[src/pa_pkg.sv]
// ----------------------------------------------------------------------------
// pa_pkg: primitive assembly shared definitions
// Mode codes, primitive kinds, the primitive record and common widths.
// ----------------------------------------------------------------------------
package pa_pkg;

    // width of a corner field on the ports
    localparam int FIELD_W = 32;
    // default width of the vertex index that is actually kept
    localparam int INDEX_WIDTH_DEF = 32;
    localparam int MODE_W = 4;

    // GL primitive modes
    typedef enum logic [MODE_W-1:0] {
        MODE_POINTS         = 4'd0,
        MODE_LINES          = 4'd1,
        MODE_LINE_LOOP      = 4'd2,
        MODE_LINE_STRIP     = 4'd3,
        MODE_TRIANGLES      = 4'd4,
        MODE_TRIANGLE_STRIP = 4'd5,
        MODE_TRIANGLE_FAN   = 4'd6,
        MODE_QUADS          = 4'd7,
        MODE_QUAD_STRIP     = 4'd8,
        MODE_POLYGON        = 4'd9
    } mode_t;

    localparam mode_t MODE_RESET = MODE_TRIANGLES;

    // kind of an emitted primitive
    typedef enum logic [1:0] {
        KIND_POINT    = 2'd0,
        KIND_LINE     = 2'd1,
        KIND_TRIANGLE = 2'd2
    } kind_t;

    // one emitted primitive
    typedef struct packed {
        logic               run_last;
        kind_t              prim_kind;
        logic [FIELD_W-1:0] corner_c;
        logic [FIELD_W-1:0] corner_b;
        logic [FIELD_W-1:0] corner_a;
    } prim_t;

    // status of the result queue towards the assembler side
    typedef struct packed {
        logic       room;
        logic [1:0] level;
    } q_status_t;

endpackage

[src/pa_assemble.sv]
// ----------------------------------------------------------------------------
// pa_assemble: vertex history and primitive selection
// Holds the mode register and vertex history, and forms up to two
// primitives from each accepted item in a single combinational pass.
// ----------------------------------------------------------------------------
module pa_assemble
    import pa_pkg::*;
#(
    parameter int INDEX_WIDTH = INDEX_WIDTH_DEF
) (
    input  logic               aclk,
    input  logic               aresetn,
    input  logic               cfg_we,
    input  logic [MODE_W-1:0]  cfg_wdata,
    input  logic               item_acc,
    input  logic [FIELD_W-1:0] vertex_index,
    input  logic               set_last,
    output logic [1:0]         prim_count,
    output prim_t              prim0,
    output prim_t              prim1
);

    logic [MODE_W-1:0]      mode_reg;
    logic [INDEX_WIDTH-1:0] anchor_reg, anchor_next;
    logic [INDEX_WIDTH-1:0] older_reg;
    logic [INDEX_WIDTH-1:0] newer_reg;
    logic [1:0]             phase_reg, phase_next;
    logic [1:0]             fill_reg, fill_next;

    logic [INDEX_WIDTH-1:0] v;
    logic [FIELD_W-1:0]     v_x, anchor_x, older_x, newer_x;
    logic                   quad_mode;

    assign v        = vertex_index[INDEX_WIDTH-1:0];
    assign v_x      = FIELD_W'(v);
    assign anchor_x = FIELD_W'(anchor_reg);
    assign older_x  = FIELD_W'(older_reg);
    assign newer_x  = FIELD_W'(newer_reg);
    assign quad_mode = (mode_reg == MODE_QUADS) || (mode_reg == MODE_QUAD_STRIP);

    // primitive selection per mode
    always_comb begin
        prim0 = '0;
        prim1 = '0;
        prim_count = 2'd0;
        unique case (mode_reg) inside
            MODE_POINTS: begin
                prim0.prim_kind = KIND_POINT;
                prim0.corner_a  = v_x;
                prim_count      = 2'd1;
            end
            MODE_LINES: begin
                if (phase_reg[0]) begin
                    prim0.prim_kind = KIND_LINE;
                    prim0.corner_a  = newer_x;
                    prim0.corner_b  = v_x;
                    prim_count      = 2'd1;
                end
            end
            MODE_LINE_LOOP: begin
                if (fill_reg != 2'd0) begin
                    prim0.prim_kind = KIND_LINE;
                    prim0.corner_a  = newer_x;
                    prim0.corner_b  = v_x;
                    prim_count      = 2'd1;
                    // closing line back to the first vertex
                    if (set_last) begin
                        prim1.prim_kind = KIND_LINE;
                        prim1.corner_a  = v_x;
                        prim1.corner_b  = anchor_x;
                        prim_count      = 2'd2;
                    end
                end
            end
            MODE_LINE_STRIP: begin
                if (fill_reg != 2'd0) begin
                    prim0.prim_kind = KIND_LINE;
                    prim0.corner_a  = newer_x;
                    prim0.corner_b  = v_x;
                    prim_count      = 2'd1;
                end
            end
            MODE_TRIANGLES: begin
                if (phase_reg == 2'd2) begin
                    prim0.prim_kind = KIND_TRIANGLE;
                    prim0.corner_a  = older_x;
                    prim0.corner_b  = newer_x;
                    prim0.corner_c  = v_x;
                    prim_count      = 2'd1;
                end
            end
            MODE_TRIANGLE_STRIP: begin
                if (fill_reg >= 2'd2) begin
                    // odd positions swap winding
                    prim0.prim_kind = KIND_TRIANGLE;
                    prim0.corner_a  = older_x;
                    prim0.corner_b  = phase_reg[0] ? v_x : newer_x;
                    prim0.corner_c  = phase_reg[0] ? newer_x : v_x;
                    prim_count      = 2'd1;
                end
            end
            MODE_TRIANGLE_FAN, MODE_POLYGON: begin
                if (fill_reg >= 2'd2) begin
                    prim0.prim_kind = KIND_TRIANGLE;
                    prim0.corner_a  = anchor_x;
                    prim0.corner_b  = newer_x;
                    prim0.corner_c  = v_x;
                    prim_count      = 2'd1;
                end
            end
            MODE_QUADS: begin
                if (phase_reg == 2'd3) begin
                    prim0.prim_kind = KIND_TRIANGLE;
                    prim0.corner_a  = anchor_x;
                    prim0.corner_b  = older_x;
                    prim0.corner_c  = newer_x;
                    prim1.prim_kind = KIND_TRIANGLE;
                    prim1.corner_a  = anchor_x;
                    prim1.corner_b  = newer_x;
                    prim1.corner_c  = v_x;
                    prim_count      = 2'd2;
                end
            end
            MODE_QUAD_STRIP: begin
                if ((fill_reg == 2'd3) && phase_reg[0]) begin
                    prim0.prim_kind = KIND_TRIANGLE;
                    prim0.corner_a  = anchor_x;
                    prim0.corner_b  = older_x;
                    prim0.corner_c  = newer_x;
                    prim1.prim_kind = KIND_TRIANGLE;
                    prim1.corner_a  = older_x;
                    prim1.corner_b  = v_x;
                    prim1.corner_c  = newer_x;
                    prim_count      = 2'd2;
                end
            end
            default: begin
                prim_count = 2'd0;
            end
        endcase
        // mark the final primitive of this item
        prim0.run_last = (prim_count == 2'd1);
        prim1.run_last = (prim_count == 2'd2);
    end

    // history and counter update
    always_comb begin
        if (fill_reg == 2'd0) begin
            anchor_next = v;
        end else if (quad_mode) begin
            anchor_next = older_reg;
        end else begin
            anchor_next = anchor_reg;
        end
        if (set_last) begin
            phase_next = 2'd0;
            fill_next  = 2'd0;
        end else begin
            if (mode_reg == MODE_TRIANGLES) begin
                phase_next = (phase_reg >= 2'd2) ? 2'd0 : phase_reg + 2'd1;
            end else begin
                phase_next = phase_reg + 2'd1;
            end
            fill_next = (fill_reg == 2'd3) ? fill_reg : fill_reg + 2'd1;
        end
    end

    // mode register and state
    always_ff @(posedge aclk) begin
        if (!aresetn) begin
            mode_reg   <= MODE_RESET;
            anchor_reg <= '0;
            older_reg  <= '0;
            newer_reg  <= '0;
            phase_reg  <= '0;
            fill_reg   <= '0;
        end else begin
            if (cfg_we) begin
                mode_reg <= cfg_wdata;
            end
            if (item_acc) begin
                anchor_reg <= anchor_next;
                older_reg  <= newer_reg;
                newer_reg  <= v;
                phase_reg  <= phase_next;
                fill_reg   <= fill_next;
            end
        end
    end

endmodule

[src/pa_result_queue.sv]
// ----------------------------------------------------------------------------
// pa_result_queue: three-entry result queue
// Takes zero, one or two primitives per cycle and hands them out one at a
// time on the output channel. Room is flagged while two entries are free.
// ----------------------------------------------------------------------------
module pa_result_queue
    import pa_pkg::*;
(
    input  logic      aclk,
    input  logic      aresetn,
    input  logic      push_en,
    input  logic [1:0] push_count,
    input  prim_t     push0,
    input  prim_t     push1,
    input  logic      pop_ready,
    output logic      head_valid,
    output prim_t     head,
    output q_status_t status
);

    localparam int DEPTH = 3;

    prim_t      mem [DEPTH];
    logic [1:0] wr_ptr_reg, wr_ptr_next;
    logic [1:0] rd_ptr_reg, rd_ptr_next;
    logic [1:0] level_reg, level_next;
    logic [1:0] push_n;
    logic       pop;

    function automatic logic [1:0] ptr_inc(input logic [1:0] p);
        return (p == 2'(DEPTH - 1)) ? 2'd0 : p + 2'd1;
    endfunction

    assign push_n     = push_en ? push_count : 2'd0;
    assign head_valid = (level_reg != 2'd0);
    assign head       = mem[rd_ptr_reg];
    assign pop        = head_valid && pop_ready;
    assign status.room  = (level_reg <= 2'd1);
    assign status.level = level_reg;

    // pointer and fill arithmetic
    always_comb begin
        wr_ptr_next = wr_ptr_reg;
        if (push_n == 2'd1) begin
            wr_ptr_next = ptr_inc(wr_ptr_reg);
        end else if (push_n == 2'd2) begin
            wr_ptr_next = ptr_inc(ptr_inc(wr_ptr_reg));
        end
        rd_ptr_next = pop ? ptr_inc(rd_ptr_reg) : rd_ptr_reg;
        level_next  = level_reg + push_n - {1'b0, pop};
    end

    // control registers
    always_ff @(posedge aclk) begin
        if (!aresetn) begin
            wr_ptr_reg <= '0;
            rd_ptr_reg <= '0;
            level_reg  <= '0;
        end else begin
            wr_ptr_reg <= wr_ptr_next;
            rd_ptr_reg <= rd_ptr_next;
            level_reg  <= level_next;
        end
    end

    // entry storage
    always_ff @(posedge aclk) begin
        if (push_n != 2'd0) begin
            mem[wr_ptr_reg] <= push0;
        end
        if (push_n == 2'd2) begin
            mem[ptr_inc(wr_ptr_reg)] <= push1;
        end
    end

endmodule

[src/primitive_assembly_core.sv]
// ----------------------------------------------------------------------------
// primitive_assembly_core: GL primitive assembly
// Turns a stream of vertex indices into points, lines and triangles.
// ----------------------------------------------------------------------------
// Each item on the slave channel is one vertex index, tlast closing the
// primitive set. The mode register (GL numbering, 0 points up to 9 polygon,
// reset to triangles) selects how vertices are joined; codes above 9 emit
// nothing. An item is assembled in the cycle it is accepted; its primitives
// are registered in the result queue and sent on the master channel, tlast
// marking the last primitive of that item. One item is taken every cycle
// while each gives at most one primitive and the master side takes; an item
// giving two (quads, quad strip, the closing line of a line loop) holds off
// the next item, as the three-entry result queue takes items only while two
// entries are free. Only the low INDEX_WIDTH bits of an index are kept;
// corners are zero-extended. Write the mode only while no item is in flight.
module primitive_assembly_core
    import pa_pkg::*;
#(
    parameter int INDEX_WIDTH = INDEX_WIDTH_DEF
) (
    input  logic                 aclk,
    input  logic                 aresetn,
    // mode register
    input  logic                 cfg_we,
    input  logic [MODE_W-1:0]    cfg_wdata,
    // vertex items
    input  logic                 s_tvalid,
    output logic                 s_tready,
    input  logic [FIELD_W-1:0]   s_tdata,   // [31:0] vertex_index
    input  logic                 s_tlast,   // set_last
    // primitive items
    output logic                 m_tvalid,
    input  logic                 m_tready,
    output logic [3*FIELD_W-1:0] m_tdata,   // [31:0] corner_a, [63:32] corner_b,
                                            // [95:64] corner_c
    output logic [1:0]           m_tuser,   // prim_kind
    output logic                 m_tlast    // run_last
);

    logic      s_acc;
    logic      m_acc;
    logic [1:0] prim_count;
    prim_t     prim0, prim1, head;
    q_status_t q_stat;

    assign s_acc    = s_tvalid && s_tready;
    assign m_acc    = m_tvalid && m_tready;
    assign s_tready = q_stat.room;

    // assembler
    pa_assemble #(
        .INDEX_WIDTH (INDEX_WIDTH)
    ) u_assemble (
        .aclk         (aclk),
        .aresetn      (aresetn),
        .cfg_we       (cfg_we),
        .cfg_wdata    (cfg_wdata),
        .item_acc     (s_acc),
        .vertex_index (s_tdata),
        .set_last     (s_tlast),
        .prim_count   (prim_count),
        .prim0        (prim0),
        .prim1        (prim1)
    );

    // result queue
    pa_result_queue u_queue (
        .aclk       (aclk),
        .aresetn    (aresetn),
        .push_en    (s_acc),
        .push_count (prim_count),
        .push0      (prim0),
        .push1      (prim1),
        .pop_ready  (m_tready),
        .head_valid (m_tvalid),
        .head       (head),
        .status     (q_stat)
    );

    // output packing
    assign m_tdata = {head.corner_c, head.corner_b, head.corner_a};
    assign m_tuser = head.prim_kind;
    assign m_tlast = head.run_last;

    // only the final primitive of an item carries tlast
    assert property (@(posedge aclk) disable iff (!aresetn)
        (s_acc && (prim_count == 2'd2)) |-> (prim1.run_last && !prim0.run_last))
        else $error("double primitive item marks wrong last");

    assert property (@(posedge aclk) disable iff (!aresetn)
        (s_acc && (prim_count == 2'd1)) |-> prim0.run_last)
        else $error("single primitive item not marked last");

    // queue level follows pushes when nothing leaves
    assert property (@(posedge aclk) disable iff (!aresetn)
        (s_acc && !m_acc) |=>
            (q_stat.level == $past(q_stat.level) + $past(prim_count)))
        else $error("result queue lost or gained entries");

    // accepting is only possible with two free entries
    assert property (@(posedge aclk) disable iff (!aresetn)
        s_acc |-> (q_stat.level <= 2'd1))
        else $error("item accepted without queue room");

endmodule

[config.mk]
export PLATFORM = sky130hd
export DESIGN_NAME = primitive_assembly_core
export DESIGN_NICKNAME = d
export VERILOG_FILES = /design/src/pa_pkg.sv /design/src/pa_assemble.sv /design/src/pa_result_queue.sv /design/src/primitive_assembly_core.sv
export SDC_FILE = /design/constraint.sdc
export NUM_CORES = 1
export LEC_CHECK = 0
export BUFFER_PORTS_ARGS = -buffer_cell sky130_fd_sc_hd__buf_2
export CELL_PAD_IN_SITES_DETAIL_PLACEMENT = 0
export CELL_PAD_IN_SITES_GLOBAL_PLACEMENT = 2
export CORE_MARGIN = 5
export CORE_UTILIZATION = 35
export CTS_BUF_LIST = sky130_fd_sc_hd__clkbuf_4 sky130_fd_sc_hd__clkbuf_8
export DETAILED_ROUTE_END_ITERATION = 12
export PLACE_DENSITY = 0.77
export RECOVER_POWER = 25
export SYNTH_ARGS = -nofsm -noshare
export SYNTH_HDL_FRONTEND = slang
export SYNTH_SLANG_ARGS = --single-unit
[constraint.sdc]
create_clock -name aclk -period 14 [get_ports aclk]
set_input_delay 0.7 -clock aclk [delete_from_list [all_inputs] [get_ports aclk]]
set_output_delay 0.7 -clock aclk [all_outputs]
set_load 0.02 [all_outputs]
Yosys cells after proc, flatten, opt, wreduce, memory -nomap -nowiden
Memory sizes are Yosys's and may differ from the RTL's. A register that Yosys moved wholly into a read port is not among the register bits. Index checks and enable logic that the tools add are counted.

Register bits: 110. Memories: 1. Input port bits: 42. RAM bits: 297. Latch bits: 0. ROM bits: 0.

Memories: u_queue.mem (depth 3, width 99, read ports 1, clocked after memory_dff 1, wr ports 2, RTL line pa_result_queue.sv:23) `prim_t mem [DEPTH];`.

Div/mod/pow operators: 0. Bitwise gates (word level): 0. Shifts and indexed selects: 0. Magnitude comparators: 3. Eq/ne operators: 20. Add/subtract/negate cells: 7. Multiply operators: 0. Multiplexer cells: 50. Reduce and logical (&&, ||, !) cells: 16.

Operator list (number): 98-bit two-way mux (7); 64-bit two-way mux (4); 32-bit one-hot mux with 8 select lines (1); 32-bit one-hot mux with 7 select lines (1); 64-bit one-hot mux with 3 select lines (1); 32-bit one-hot mux with 5 select lines (1); 32-bit two-way mux (4); 32-bit one-hot mux with 2 select lines (1); 2-bit two-way mux (18); 2-bit equality test (second input constant) (8); 4-bit by 3-bit equality test with 1-bit output (second input constant) (4); 2-bit one-hot mux with 8 select lines (1); 2-bit one-hot mux with 7 select lines (1); 2-bit by 1-bit adder with 2-bit output (second input constant) (5); 2-bit nonzero test (5); 1-bit two-way mux (9); 4-bit by 2-bit equality test with 1-bit output (second input constant) (2); 4-bit equality test (second input constant) (2); 2-bit one-hot mux with 3 select lines (1); 2-bit by 1-bit equality test with 1-bit output (second input constant) (2); 4-bit by 1-bit equality test with 1-bit output (second input constant) (1); 2-bit >= comparator (second input constant) (2); 4-bit zero test (1); 2-bit AND reduction (2); other kinds (9) (12).

Depth between registers and ports, before layout
Word-level depth: 8. Gate-level depth with buffers: 16. Gate-level depth less buffers: 11.

Modules after synthesis
Synthesis repeated with hierarchy kept, for this count alone.

Cell total of the unflattened synthesis: 1928. Area total of the unflattened synthesis: 22597.9 um^2.

By module, submodules not included: pa_result_queue (area each 14898.0 um^2, cells each 1012, instances 1); pa_assemble (area each 7693.6 um^2, cells each 915, instances 1); primitive_assembly_core (area each 6.3 um^2, cells each 1, instances 1).

Worst setup path before layout
OpenSTA, ideal clock, no wires.

Path kind: reg-to-reg. Start point: register u_assemble.fill_reg[1]. End point: memory u_queue.mem[2][0] in the netlist's numbering (enable). Buffers on the path: 4. Required time: 13.307 ns. Stages on the path, launching flop included: 11. Slack: 4.301 ns. Library setup time: 0.693 ns. Arrival time: 9.006 ns. Period minus slack after synthesis: 9.699 ns. Cells stage by stage: dfxtp_1 -> ha_1 -> nor4bb_1 -> buf_2 -> a22o_1 -> buf_2 -> buf_2 -> buf_2 -> o21ai_0 -> ha_1 -> o21ai_0.

RTL lines: start, declared (RTL line pa_assemble.sv:28) `logic [1:0] fill_reg, fill_next;`; start signal, assigned (RTL line pa_assemble.sv:186) `fill_reg <= fill_next;`; end, declared (RTL line pa_result_queue.sv:23).

==> metrics.csv <==
stage;metric;value;unit
placed_design;port_buffers;142;
setup_path;slowest_stage;a22o_1;
global_route;grt_max_degree;118;
setup_path;path_buf_inv;3;
die;dieArea;71000;sq um
sta;fin_crit_sh;0.664;
placed_design;dp_cells;3024;
layout;largest_reg_flops;297;
yosys;yosysMostFrequentCell;edfxtp_1;
setup_path;crit_arrival;9.55;ns
yosys;synth_nets;2335;
global_route;grt_pass1_wl;123000;microns
sta;fin_skew;0.0384;ns
layout;stdcell_count;3160;
setup_path;worstSetupStartpointType;flop;
setup_path;worstPathRequired;14.25;ns
sta;worstMarginPinSlew;4.85;ns
clock_network;cts_tree;built;
detailed_routing;drc;0;
sta;slew_headroom;-2.23;
yosys;ys_seq_area_frac;0.485;
global_route;overflow;0;
die;rows;94;
clock_network;cts_buffers;73;
die;chipHeight;267;microns
detailed_routing;vias;20430;
detailed_routing;antenna_left;0;
yosys;syn-cell-area;23000;sq um
setup_path;cpPeakStageDelay;2.42;ns
clock_network;ctsRootBufferMaster;clkbuf_8;
global_route;antenna_found_initial;3;
clock_network;post_cts_resized;0;
clock_network;cts.sinks;409;
clock_network;cts.clk_slew.worst_paths;0.05;ns
yosys;ys_seq_elements;409;
power;p_leak;0.00802;uW
sta;finalHoldViolations;0;
sta;finalSetupTns;0;ns
detailed_routing;viasPerCell;6.47;
die;initial_utilization;0.352;
yosys;synth_edf_count;297;
clock_network;clockBufferDepth;3;
yosys;synth_top_area_frac;0.387;
status;status;finished with violations;
die;die_w;267;microns
clock_network;cts_hold_buf;0;
yosys;yosysWarnings;0;
job;drv_cap;8;
die;boundaryPins;143;
placed_design;finalWeightedCongestion;0.774;
sta;setup_violations;0;
sta;holdWs;0.305;ns
clock_network;insertion_delay;0.66;ns
layout;finalNetCount;2289;
die;core_area;65500;sq um
detailed_routing;wl_per_cell;26.1;microns
layout;fillers;6397;
sta;max_freq;108;MHz
placed_design;place_hpwl;44500;microns
sta;rsz0062_at_grt;no;
yosys;syn_avg_cell_area;10.1;sq um
yosys;yosys-top-cells-area;edfxtp_1 (39%), dfxtp_1 (9.7%), a32oi_1 (7.3%);
setup_path;crit_family;buffers and inverters;
detailed_routing;finalWirelength;82500;microns
yosys;ys_types;57;
setup_path;critPathCaptureType;flop;
layout;area_growth;10.2;%
setup_path;worstSetupPathType;reg -> reg;
yosys;syn_inst;2281;
clock_network;h-tree-depth;3;
yosys;synthArstFlopShare;0;
setup_path;crit_chain;and4b_2 > clkbuf_1 > a22o_1 > o21ai_0 > ha_1 > inv_1 > mux2i_1 > nor2_1 > buf_4;
min_path;hold_path.class;in -> reg;
detailed_routing;drt-pass1-iter-count;8;
detailed_routing;drtIter0Drc;2340;
setup_path;cp_max_fo;75;
yosys;yosys.area.top_type;edfxtp_1;
sta;final_max_slew_viol_count;494;
status;violations;max-capacitance violations, max-slew violations;
clock_network;postCtsSetupBuffers;0;
global_route;grt_pass1_vias;19828;
power;p_per_area;127;nW/um^2
layout;top_register;u_queue.mem;
power;ir_drop;0.0000695;V
yosys;synthTopCellsByCount;edfxtp_1 (297), a21oi_1 (296), nand2_1 (275);
layout;drive_above_1_share;0.116;
global_route;grtUsageTotal;0.220;
sta;fin_crit;9.30;ns
yosys;synth-main-ff-cell;edfxtp_1;
[kinds of logic (layout without fill, tap and decap cells)]
group / count (synthesis) / after routing / share of synthesized area
AO/OA/AOI/OAI: 1003 / 1003 / 0.313
flip-flops: 409 / 409 / 0.485
AND/OR/NAND/NOR: 398 / 398 / 0.0757
buffers and inverters: 318 / 332 / 0.0593
multiplexers: 139 / 139 / 0.0604
adder cells (fa/ha/maj): 12 / 12 / 0.00652
XOR/XNOR: 2 / 2 / 0.000761
other: 0 / 1 / 0
[placed cells by master (no fill, tap or decap), types with 4 or more instances in the layout]
cell type / instances
a22oi_2: 10
nor2_1: 7
o21ai_1: 7
nor2b_1: 7
clkbuf_4: 33
o21ai_0: 163
o31ai_1: 33
buf_2: 55
a221o_1: 96
nand2b_1: 5
a32oi_1: 192
nor3_1: 7
nand2_1: 274
inv_1: 14
clkinv_2: 5
a22oi_1: 24
clkbuf_1: 91
o211a_1: 34
clkinv_1: 5
dfxtp_1: 111
a21oi_1: 292
mux2i_1: 139
a222oi_1: 64
nand3b_1: 4
clkbuf_8: 87
a21oi_4: 4
buf_4: 37
nand3_1: 67
a21boi_0: 66
ha_1: 10
edfxtp_1: 297
[routing by layer]
layer	share of wire	GRT usage	wire length [microns]	vias up
li1	-	-	-	8993
met1	0.42	0.297	34400	10104
met2	0.46	0.356	38300	1111
met3	0.084	0.0376	6910	220
met4	0.035	0.0867	2860	2
met5	0.00011	0	9	-
[report_power, final]
group,total (uW),switching (uW),internal [uW]
Clock,1180,521,654
Sequential,1450,95.2,1350
Combinational,604,411,193
[cell type report]
type	count	area (sq um)	share of cell area
diodes	1	2.50	0.0000986
repair buffers	183	895	0.0352
well taps	864	1080	0.0426
inverters	14	52.6	0.00207
multi-input cells	1554	10700	0.420
clock buffers	120	1450	0.0569
clock inverters	15	87.6	0.00345
flip-flops and latches	409	11200	0.440
[tightest hold or removal path, cell delays in order]
cell and delay [ns]:
buf_2 0.09, mux2i_1 0.06, nand2_1 0.05
[per-stage QoR]
stage	utilization	setup WS (ns)	total power [uW]	area [sq um]
floorplan	-	4.30	1850	23000
global placement	0.366	7.94	2080	24000
detailed placement	0.366	7.90	2090	24000
CTS	0.390	7.89	3270	25500
global route	0.387	4.06	3360	25400
finish	0.387	4.70	3230	25400
[worst paths after layout]
kind | start | end | slack (ns) | depth (start not counted)
max | u_assemble.mode_reg[1] | u_queue.mem[1][83] | 4.70 | 9
min | cfg_wdata[2] | u_assemble.mode_reg[2] | 0.31 | 3
max reg2reg | u_assemble.mode_reg[1] | u_queue.mem[1][83] | 4.70 | 9
min reg2reg | u_queue.rd_ptr_reg[0] | flop | 0.54 | 2
(Power assumes the default switching activity.)
